<file path="src/rtl/core/lvlfd_pkg.sv">
// Package for the four-channel LED level fader.
// Holds the item codes, register indexes, widths and the per-channel
// slew and clamp functions. No dependencies.
`default_nettype none

package lvlfd_pkg;

  localparam int unsigned NumChannels = 4;
  localparam int unsigned NumPresets  = 5;
  localparam int unsigned LevelW      = 7;
  localparam int unsigned TargetW     = 8;
  localparam int unsigned PresetW     = 32;
  localparam int unsigned CfgIdxW     = 3;
  localparam int unsigned OpW         = 2;
  localparam int unsigned PresetIdxW  = 3;

  // Input beat payload: preset_index then manual_0..manual_3, padded to bytes.
  localparam int unsigned InDataW  = 40;
  // Output beat payload: level_0..level_3 then moving, padded to bytes.
  localparam int unsigned OutDataW = 32;

  localparam logic [LevelW-1:0] LevelMax = 7'd100;

  typedef enum logic [OpW-1:0] {
    OP_TICK   = 2'd0,
    OP_PRESET = 2'd1,
    OP_MANUAL = 2'd2
  } op_e;

  typedef enum logic [CfgIdxW-1:0] {
    CFG_PRESET_OFF    = 3'd0,
    CFG_PRESET_LOW    = 3'd1,
    CFG_PRESET_MEDIUM = 3'd2,
    CFG_PRESET_HIGH   = 3'd3,
    CFG_PRESET_BEAM   = 3'd4
  } cfg_idx_e;

  localparam logic [PresetW-1:0] PresetOffRst    = 32'h0000_0000;
  localparam logic [PresetW-1:0] PresetLowRst    = 32'h0000_0200;
  localparam logic [PresetW-1:0] PresetMediumRst = 32'h040A_0A04;
  localparam logic [PresetW-1:0] PresetHighRst   = 32'h0C26_260C;
  localparam logic [PresetW-1:0] PresetBeamRst   = 32'h3C00_003C;

  typedef logic [LevelW-1:0] level_t;

  function automatic level_t clamp_level(logic [TargetW-1:0] v);
    level_t r;
    if (v > TargetW'(LevelMax)) begin
      r = LevelMax;
    end else begin
      r = v[LevelW-1:0];
    end
    return r;
  endfunction

  // One step toward the target. The step sizes never exceed the distance
  // in their band, so no overshoot check is needed beyond the equal case.
  function automatic level_t slew_one(level_t cur, level_t tgt);
    level_t gap;
    level_t step;
    level_t r;
    gap = (cur > tgt) ? (cur - tgt) : (tgt - cur);
    if (gap < 7'd10) begin
      step = 7'd1;
    end else if (gap < 7'd30) begin
      step = 7'd5;
    end else begin
      step = 7'd10;
    end
    if (cur == tgt) begin
      r = cur;
    end else if (cur > tgt) begin
      r = cur - step;
    end else begin
      r = cur + step;
    end
    return r;
  endfunction

endpackage

`default_nettype wire

</file>
<file path="src/rtl/core/four_channel_led_level_fader_unit.sv">
// Four-channel LED level fader, top level.
// Uses lvlfd_pkg for codes, widths and the slew and clamp functions.
//
// Usage:
//   Input beats arrive on the s_axis channel. tuser carries the item kind
//   (tick, apply preset, apply manual targets); tdata carries the preset
//   number and four manual targets. Each input beat yields exactly one
//   output beat on m_axis with the four current duty levels and a flag that
//   is set while any channel still differs from its target.
//   A tick moves every channel toward its target by 1, 5 or 10 depending on
//   the remaining distance. Apply items change only the targets.
//   The five preset registers are written through the cfg port, one 32-bit
//   register per write; the user must write them only while no beat is in flight, the block does not enforce it.
// Timing:
//   Results are registered: a beat accepted at a clock edge is shown on
//   m_axis in the cycle after. Throughput is one beat per cycle while the
//   receiver holds m_axis_tready high; state and result update in one pass.
// Reset and stalls:
//   Reset sets all current levels to 1, all targets to 0, the presets to
//   their default values and empties the output register. While the
//   receiver holds m_axis_tready low with a result waiting, s_axis_tready
//   drops and the result holds; a new beat is taken in the cycle the
//   waiting result leaves.
`default_nettype none

module four_channel_led_level_fader_unit (
  input  wire logic                            clk_i,
  input  wire logic                            rst_ni,
  // Configuration write port.
  input  wire logic                            cfg_we_i,
  input  wire logic [lvlfd_pkg::CfgIdxW-1:0]   cfg_idx_i,
  input  wire logic [lvlfd_pkg::PresetW-1:0]   cfg_wdata_i,
  // Input stream.
  input  wire logic                            s_axis_tvalid,
  output logic                                 s_axis_tready,
  // tdata from bit 0 up: preset_index[2:0], manual_0..manual_3 (8 bits each).
  input  wire logic [lvlfd_pkg::InDataW-1:0]   s_axis_tdata,
  // tuser from bit 0 up: op[1:0].
  input  wire logic [lvlfd_pkg::OpW-1:0]       s_axis_tuser,
  // Output stream.
  output logic                                 m_axis_tvalid,
  input  wire logic                            m_axis_tready,
  // tdata from bit 0 up: level_0..level_3 (7 bits each), moving.
  output logic [lvlfd_pkg::OutDataW-1:0]       m_axis_tdata
);

  import lvlfd_pkg::*;

  logic [PresetW-1:0] preset_q [NumPresets];
  level_t             target_q [NumChannels];
  level_t             target_d [NumChannels];
  level_t             cur_q    [NumChannels];
  level_t             cur_d    [NumChannels];

  logic                    out_valid_q;
  logic [OutDataW-1:0]     out_data_q;
  logic [OutDataW-1:0]     out_data_d;

  logic                    in_beat;
  logic                    moving;
  logic [PresetIdxW-1:0]   preset_idx;
  logic [PresetW-1:0]      preset_word;
  logic                    preset_ok;
  logic [TargetW-1:0]      manual [NumChannels];

  // The output register frees up in the same cycle its beat is taken.
  assign s_axis_tready = !out_valid_q || m_axis_tready;
  assign in_beat       = s_axis_tvalid && s_axis_tready;

  assign preset_idx = s_axis_tdata[PresetIdxW-1:0];
  assign preset_ok  = (preset_idx < PresetIdxW'(NumPresets));
  assign preset_word = preset_ok ? preset_q[preset_idx] : '0;

  always_comb begin
    for (int c = 0; c < NumChannels; c++) begin
      manual[c] = s_axis_tdata[PresetIdxW + TargetW*c +: TargetW];
    end
  end

  // Next channel state for the beat on the input side.
  always_comb begin
    for (int c = 0; c < NumChannels; c++) begin
      target_d[c] = target_q[c];
      cur_d[c]    = cur_q[c];
    end
    case (s_axis_tuser)
      OP_TICK: begin
        for (int c = 0; c < NumChannels; c++) begin
          cur_d[c] = slew_one(cur_q[c], target_q[c]);
        end
      end
      OP_PRESET: begin
        for (int c = 0; c < NumChannels; c++) begin
          target_d[c] = clamp_level(preset_word[TargetW*c +: TargetW]);
        end
      end
      OP_MANUAL: begin
        for (int c = 0; c < NumChannels; c++) begin
          target_d[c] = clamp_level(manual[c]);
        end
      end
      default: begin
        // Unused kind: state holds, the result still reports it.
      end
    endcase
  end

  always_comb begin
    moving     = 1'b0;
    out_data_d = '0;
    for (int c = 0; c < NumChannels; c++) begin
      out_data_d[LevelW*c +: LevelW] = cur_d[c];
      if (cur_d[c] != target_d[c]) begin
        moving = 1'b1;
      end
    end
    out_data_d[LevelW*NumChannels] = moving;
  end

  always_ff @(posedge clk_i or negedge rst_ni) begin
    if (!rst_ni) begin
      preset_q[CFG_PRESET_OFF]    <= PresetOffRst;
      preset_q[CFG_PRESET_LOW]    <= PresetLowRst;
      preset_q[CFG_PRESET_MEDIUM] <= PresetMediumRst;
      preset_q[CFG_PRESET_HIGH]   <= PresetHighRst;
      preset_q[CFG_PRESET_BEAM]   <= PresetBeamRst;
    end else if (cfg_we_i && (cfg_idx_i < CfgIdxW'(NumPresets))) begin
      preset_q[cfg_idx_i] <= cfg_wdata_i;
    end
  end

  always_ff @(posedge clk_i or negedge rst_ni) begin
    if (!rst_ni) begin
      for (int c = 0; c < NumChannels; c++) begin
        target_q[c] <= '0;
        cur_q[c]    <= LevelW'(1);
      end
    end else if (in_beat) begin
      for (int c = 0; c < NumChannels; c++) begin
        target_q[c] <= target_d[c];
        cur_q[c]    <= cur_d[c];
      end
    end
  end

  always_ff @(posedge clk_i or negedge rst_ni) begin
    if (!rst_ni) begin
      out_valid_q <= 1'b0;
    end else if (in_beat) begin
      out_valid_q <= 1'b1;
    end else if (m_axis_tready) begin
      out_valid_q <= 1'b0;
    end
  end

  always_ff @(posedge clk_i) begin
    if (in_beat) begin
      out_data_q <= out_data_d;
    end
  end

  assign m_axis_tvalid = out_valid_q;
  assign m_axis_tdata  = out_data_q;

endmodule

`default_nettype wire

</file>
<file path="config.mk">
export PLATFORM = sky130hd
export DESIGN_NAME = four_channel_led_level_fader_unit
export DESIGN_NICKNAME = d
export VERILOG_FILES = /design/src/rtl/core/lvlfd_pkg.sv /design/src/rtl/core/four_channel_led_level_fader_unit.sv
export SDC_FILE = /design/constraint.sdc
export NUM_CORES = 1
export LEC_CHECK = 0
export BUFFER_PORTS_ARGS = -buffer_cell sky130_fd_sc_hd__buf_2
export CORE_MARGIN = 4
export CORE_UTILIZATION = 45
export DETAILED_ROUTE_END_ITERATION = 10
export MAX_ROUTING_LAYER = met4
export RECOVER_POWER = 50
export SLEW_MARGIN = 25
export SYNTH_ARGS = -nofsm -noshare
export SYNTH_HDL_FRONTEND = slang
export SYNTH_SLANG_ARGS = --single-unit
</file>
<file path="constraint.sdc">
create_clock -name clk_i -period 6.8 [get_ports clk_i]
set_input_delay 0.34 -clock clk_i [delete_from_list [all_inputs] [get_ports clk_i]]
set_output_delay 0.34 -clock clk_i [all_outputs]
set_load 0.02 [all_outputs]
</file>
==> tab_implementation.tex <==
\begin{tabular}{lr}
\hline
Metric & Value \\
\hline
\multicolumn{2}{l}{\textbf{STA}} \\
\quad Worst-case headroom to the max-slew limit & -2.36 \\
\quad Pin slew with the least headroom to its limit & 5040 ps \\
\quad Share of the clock period used by the worst path after layout & 0.952 \\
\quad Final hold violations & 0 \\
\quad Peak clock frequency supported by timing & 155 MHz \\
\quad Tmin final & 6470 ps \\
\quad Largest clock skew in the final design & 40.1 ps \\
\quad Final sum of negative setup slack & 0 ps \\
\quad Final slew viol count & 258 \\
\quad Number of setup violations in the final report & 0 \\
\multicolumn{2}{l}{\textbf{Detailed routing}} \\
\quad Overall via count from detail\_route & 13500 \\
\quad DR iter-0 viols & 903 \\
\quad Final routed wirelength across all metal layers & 47900 um \\
\quad Avg WL per Cell & 21.1 um \\
\quad \# DRC & 0 \\
\quad Drt pass-1 iters & 5 \\
\quad Vias/cell & 5.94 \\
\quad Post-route ant nets & 0 \\
\multicolumn{2}{l}{\textbf{Worst hold path}} \\
\quad Type of the tightest min-delay check & input port to flip-flop \\
\quad Cells on Worst Hold Path & 2 \\
\quad Startpoint of the most critical hold path & cfg\_wdata\_i[29] \\
\quad Min-Delay Endpoint & preset\_q[125] \\
\multicolumn{2}{l}{\textbf{Power}} \\
\quad IR Drop Worst-Case VDD & 0.241 mV \\
\quad Total power & 8.91 mW \\
\quad Relative contribution of the clock network to total power & 0.177 \\
\quad Proportion of total power due to net switching & 0.437 \\
\quad Sequential group share of total power & 0.250 \\
\quad Power per standard cell area & 480 mW/mm\^{}2 \\
\quad Power Internal & 5.02 mW \\
\quad Part of the power in combinational logic & 0.573 \\
\quad Total leakage power & 7.94 nW \\
\quad Net Switching & 3.89 mW \\
\multicolumn{2}{l}{\textbf{Yosys}} \\
\quad Cell type contributing the most total cell area after synthesis & sky130\_fd\_sc\_hd\_\_dfrtp\_1 \\
\quad Yosys warns & 0 \\
\quad Proportion of synthesized chip area in sequential cells & 0.382 \\
\quad Average cell area after synthesis & 9.92 sq um \\
\quad Main synth FF type & sky130\_fd\_sc\_hd\_\_dfrtp\_1 \\
\quad Synthesis-stage register bit count & 246 \\
\quad Portion of synthesized cell area occupied by the leading cell type & 0.284 \\
\quad Post-synthesis instance total & 1672 \\
\quad Number of flops mapped to enable cells by yosys & 29 \\
\quad Cell types with the largest area share after synthesis & sky130\_fd\_sc\_hd\_\_dfrtp\_1 (28\%), sky130\_fd\_sc\_hd\_\_mux2\_2 (12\%), sky130\_fd\_sc\_hd\_\_ha\_1 (6.1\%), sky130\_fd\_sc\_hd\_\_edfxtp\_1 (5.3\%), sky130\_fd\_sc\_hd\_\_dfstp\_2 (4.6\%) \\
\quad Cell Area, Synth & 0.0166 sq mm \\
\quad Share of synthesized registers carrying an async set or reset & 0.882 \\
\quad Library cells used by synthesis & 97 \\
\multicolumn{2}{l}{\textbf{Setup path}} \\
\quad Worst reg2reg path startpoint & target\_q[22] \\
\quad Classification of the worst setup path & flip-flop to flip-flop \\
\quad Slack of the worst reg-to-reg path & 330 ps \\
\quad Critical register-to-register path endpoint & m\_axis\_tdata[28] \\
\quad Required arrival time at the worst endpoint & 7100 ps \\
\quad Endpoint class of the critical path & flip-flop \\
\quad R2R depth & 23 \\
\quad Startpoint kind of the worst setup timing path & flip-flop \\
\quad Largest driver fanout on the critical path & 12 \\
\quad WP data arrival & 6770 ps \\
\multicolumn{2}{l}{\textbf{Placed design}} \\
\quad Detailed Place HPWL & 34800 um \\
\quad RD Place Congestion & 0.925 \\
\quad Number of port buffers & 107 \\
\multicolumn{2}{l}{\textbf{Global route}} \\
\quad Vias in the first global route & 12900 \\
\quad Wire length of the first global-routing pass & 74700 um \\
\quad Overflow left after global routing & 0 \\
\quad Overall track demand over capacity in global routing & 0.243 \\
\quad Pin count of the biggest net entering global routing & 93 \\
\quad Number of antenna violations at the first check in global routing & 4 \\
\multicolumn{2}{l}{\textbf{CTS}} \\
\quad CTS sink count & 246 \\
\quad CTS tree & yes \\
\quad Root Buffer Master & sky130\_fd\_sc\_hd\_\_clkbuf\_16 \\
\quad H-tree depth & 1 \\
\quad Buffers inserted during post-CTS setup optimization & 0 \\
\quad TritonCTS buffer count & 30 \\
\quad Post-CTS clock slew at the launch and capture registers of the worst setup and hold paths & 60 ps \\
\quad Clk\_lat worst skew & 590 ps \\
\quad Maximum buffer depth of the clock tree & 3 \\
\multicolumn{2}{l}{\textbf{Floorplanning}} \\
\quad Chip Width & 200 um \\
\quad DIE AREA & 0.0400 sq mm \\
\quad Total number of placement rows & 70 \\
\quad Height of the chip & 200 um \\
\quad Core Region & 0.0365 sq mm \\
\quad I/O pin count & 116 \\
\quad Effective utilization at floorplan & 0.454 \\
\multicolumn{2}{l}{\textbf{Run}} \\
\quad Maximum Capacitance Violations & 6 \\
\multicolumn{2}{l}{\textbf{Status}} \\
\quad Outcome & finished, violations left \\
\quad Violated checks & max-capacitance violations, max-slew violations \\
\multicolumn{2}{l}{\textbf{Cells and area}} \\
\quad Number of nets in the finished design & 1945 \\
\quad Synth-to-layout area growth & 12.0\% \\
\quad Share of cells above drive strength 1 & 0.230 \\
\hline
\end{tabular}
-- placed cells by master, fill, tap and decap left out, types with 19 or more instances in the layout --
cell type and count:
sky130_fd_sc_hd__buf_2 93, sky130_fd_sc_hd__a31oi_1 28, sky130_fd_sc_hd__inv_1 103, sky130_fd_sc_hd__mux2_2 184
sky130_fd_sc_hd__nand3_1 29, sky130_fd_sc_hd__nor3_1 33, sky130_fd_sc_hd__dfstp_2 29, sky130_fd_sc_hd__o21ai_0 88
sky130_fd_sc_hd__a21o_1 19, sky130_fd_sc_hd__clkbuf_16 30, sky130_fd_sc_hd__a21oi_1 83, sky130_fd_sc_hd__xnor2_1 29
sky130_fd_sc_hd__mux2i_1 65, sky130_fd_sc_hd__buf_4 29, sky130_fd_sc_hd__dfrtp_1 188, sky130_fd_sc_hd__nand2_1 113
sky130_fd_sc_hd__edfxtp_1 29, sky130_fd_sc_hd__nor2b_1 19, sky130_fd_sc_hd__clkbuf_1 33, sky130_fd_sc_hd__nor2_1 91
sky130_fd_sc_hd__ha_1 80, sky130_fd_sc_hd__a211oi_1 31
-- worst max-delay path by stage --
stage | from | to | slack (ps) | cells past startpoint
after detailed placement | target_q[22] | m_axis_tdata[28] | 340 | 23
after global placement | target_q[22] | m_axis_tdata[28] | 450 | 23
final | target_q[22] | m_axis_tdata[28] | 330 | 23
after global routing | target_q[15] | m_axis_tdata[28] | -10 | 23
after floorplan | target_q[22] | m_axis_tdata[28] | 1060 | 22
after CTS | target_q[22] | m_axis_tdata[28] | 320 | 23
-- final cells by class --
type / instances / area [sq um]
inverters: 110 / 413
flip-flops and latches: 246 / 6340
repair buffers: 143 / 782
fillers: 3364 / 17900
diodes: 4 / 10.0
clock inverters: 4 / 70.1
well taps: 468 / 586
multi-input cells: 1239 / 9480
clock buffers: 52 / 903
-- power by group through the flow --
stage	registers, mW	clock network (mW)	logic (mW)
after floorplan	2.26	0	3.64
after global placement	2.23	0	4.97
after detailed placement	2.25	0	5.04
after CTS	2.22	1.61	5.07
after global routing	2.28	1.67	5.63
final	2.23	1.57	5.11
-- Yosys cell counts, types with 19 or more instances --
cell type	n
sky130_fd_sc_hd__a21o_1	19
sky130_fd_sc_hd__dfstp_2	29
sky130_fd_sc_hd__nor3_1	33
sky130_fd_sc_hd__a21oi_1	83
sky130_fd_sc_hd__ha_1	81
sky130_fd_sc_hd__dfrtp_1	188
sky130_fd_sc_hd__o21ai_0	89
sky130_fd_sc_hd__xnor2_1	29
sky130_fd_sc_hd__clkbuf_1	52
sky130_fd_sc_hd__nand2_1	113
sky130_fd_sc_hd__mux2_2	184
sky130_fd_sc_hd__inv_1	104
sky130_fd_sc_hd__nor2b_1	19
sky130_fd_sc_hd__a211oi_1	31
sky130_fd_sc_hd__mux2i_1	65
sky130_fd_sc_hd__nor2_1	91
sky130_fd_sc_hd__nand3_1	29
sky130_fd_sc_hd__a31oi_1	28
sky130_fd_sc_hd__edfxtp_1	29
-- flip-flops by register name (all words and copies together) (netlist names) --
| signal | flops |
|---|---|
| cur_q | 28 |
| m_axis_tdata | 29 |
| m_axis_tvalid | 1 |
| preset_q | 160 |
| target_q | 28 |
-- repair_timing --
| item | CTS | global route |
|---|---|---|
| hold buffers | 2 | 0 |
| endpoints found under the hold margin | 78 | 0 |
| gates resized for setup | 0 | 2 |
| endpoints found under the setup margin | 0 | 1 |
-- critical path, cell delays in order (launching register included) --
cell                        delay [ps]
sky130_fd_sc_hd__dfrtp_1           440
sky130_fd_sc_hd__inv_1             130
sky130_fd_sc_hd__ha_1              350
sky130_fd_sc_hd__nor2b_1           150
sky130_fd_sc_hd__o31a_1            260
sky130_fd_sc_hd__o41a_1            370
sky130_fd_sc_hd__o21ai_1           130
sky130_fd_sc_hd__buf_4             220
sky130_fd_sc_hd__inv_2              50
sky130_fd_sc_hd__o311a_1           370
sky130_fd_sc_hd__or3_1             380
sky130_fd_sc_hd__and4b_1           220
sky130_fd_sc_hd__nor3_2            290
sky130_fd_sc_hd__nand2_1           150
sky130_fd_sc_hd__fa_1              480
sky130_fd_sc_hd__a21o_1            200
sky130_fd_sc_hd__a21oi_1           180
sky130_fd_sc_hd__xor2_1            250
sky130_fd_sc_hd__o21ai_1           150
sky130_fd_sc_hd__xor2_1            320
sky130_fd_sc_hd__o31ai_1           120
sky130_fd_sc_hd__or4_1             540
sky130_fd_sc_hd__a2111oi_2         350
sky130_fd_sc_hd__nand4_1           120
-- through the flow --
stage                     area [sq um]  setup WS [ps]  utilization  std cells  hold slack (ps)
final                            18600            329        0.509       2266             27.2
after global routing             18600          -14.0        0.509       2266             28.4
after CTS                        18600            321        0.510       2262             11.8
after detailed placement         17600            339        0.483       2204              409
after global placement           17600            453        0.483       2204              407
after floorplan                  16600           1060            -       1674             44.4
-- cells by family after synthesis --
logic type,Yosys count,synth area share
adder cells (fa/ha/maj),93,0.0756
AND/OR/NAND/NOR,412,0.126
XOR/XNOR,44,0.0232
other,1,0.000226
multiplexers,253,0.168
buffers and inverters,189,0.0476
AO/OA/AOI/OAI,434,0.177
flip-flops,246,0.382
-- layer usage --
metal,global-route usage,part of all wire,vias to the layer above
met5,-,0,-
met4,0.0591,0.030,0
met3,0.0253,0.047,75
met2,0.372,0.45,402
met1,0.351,0.47,6645
li1,-,-,6349
(Power assumes the default switching activity.)
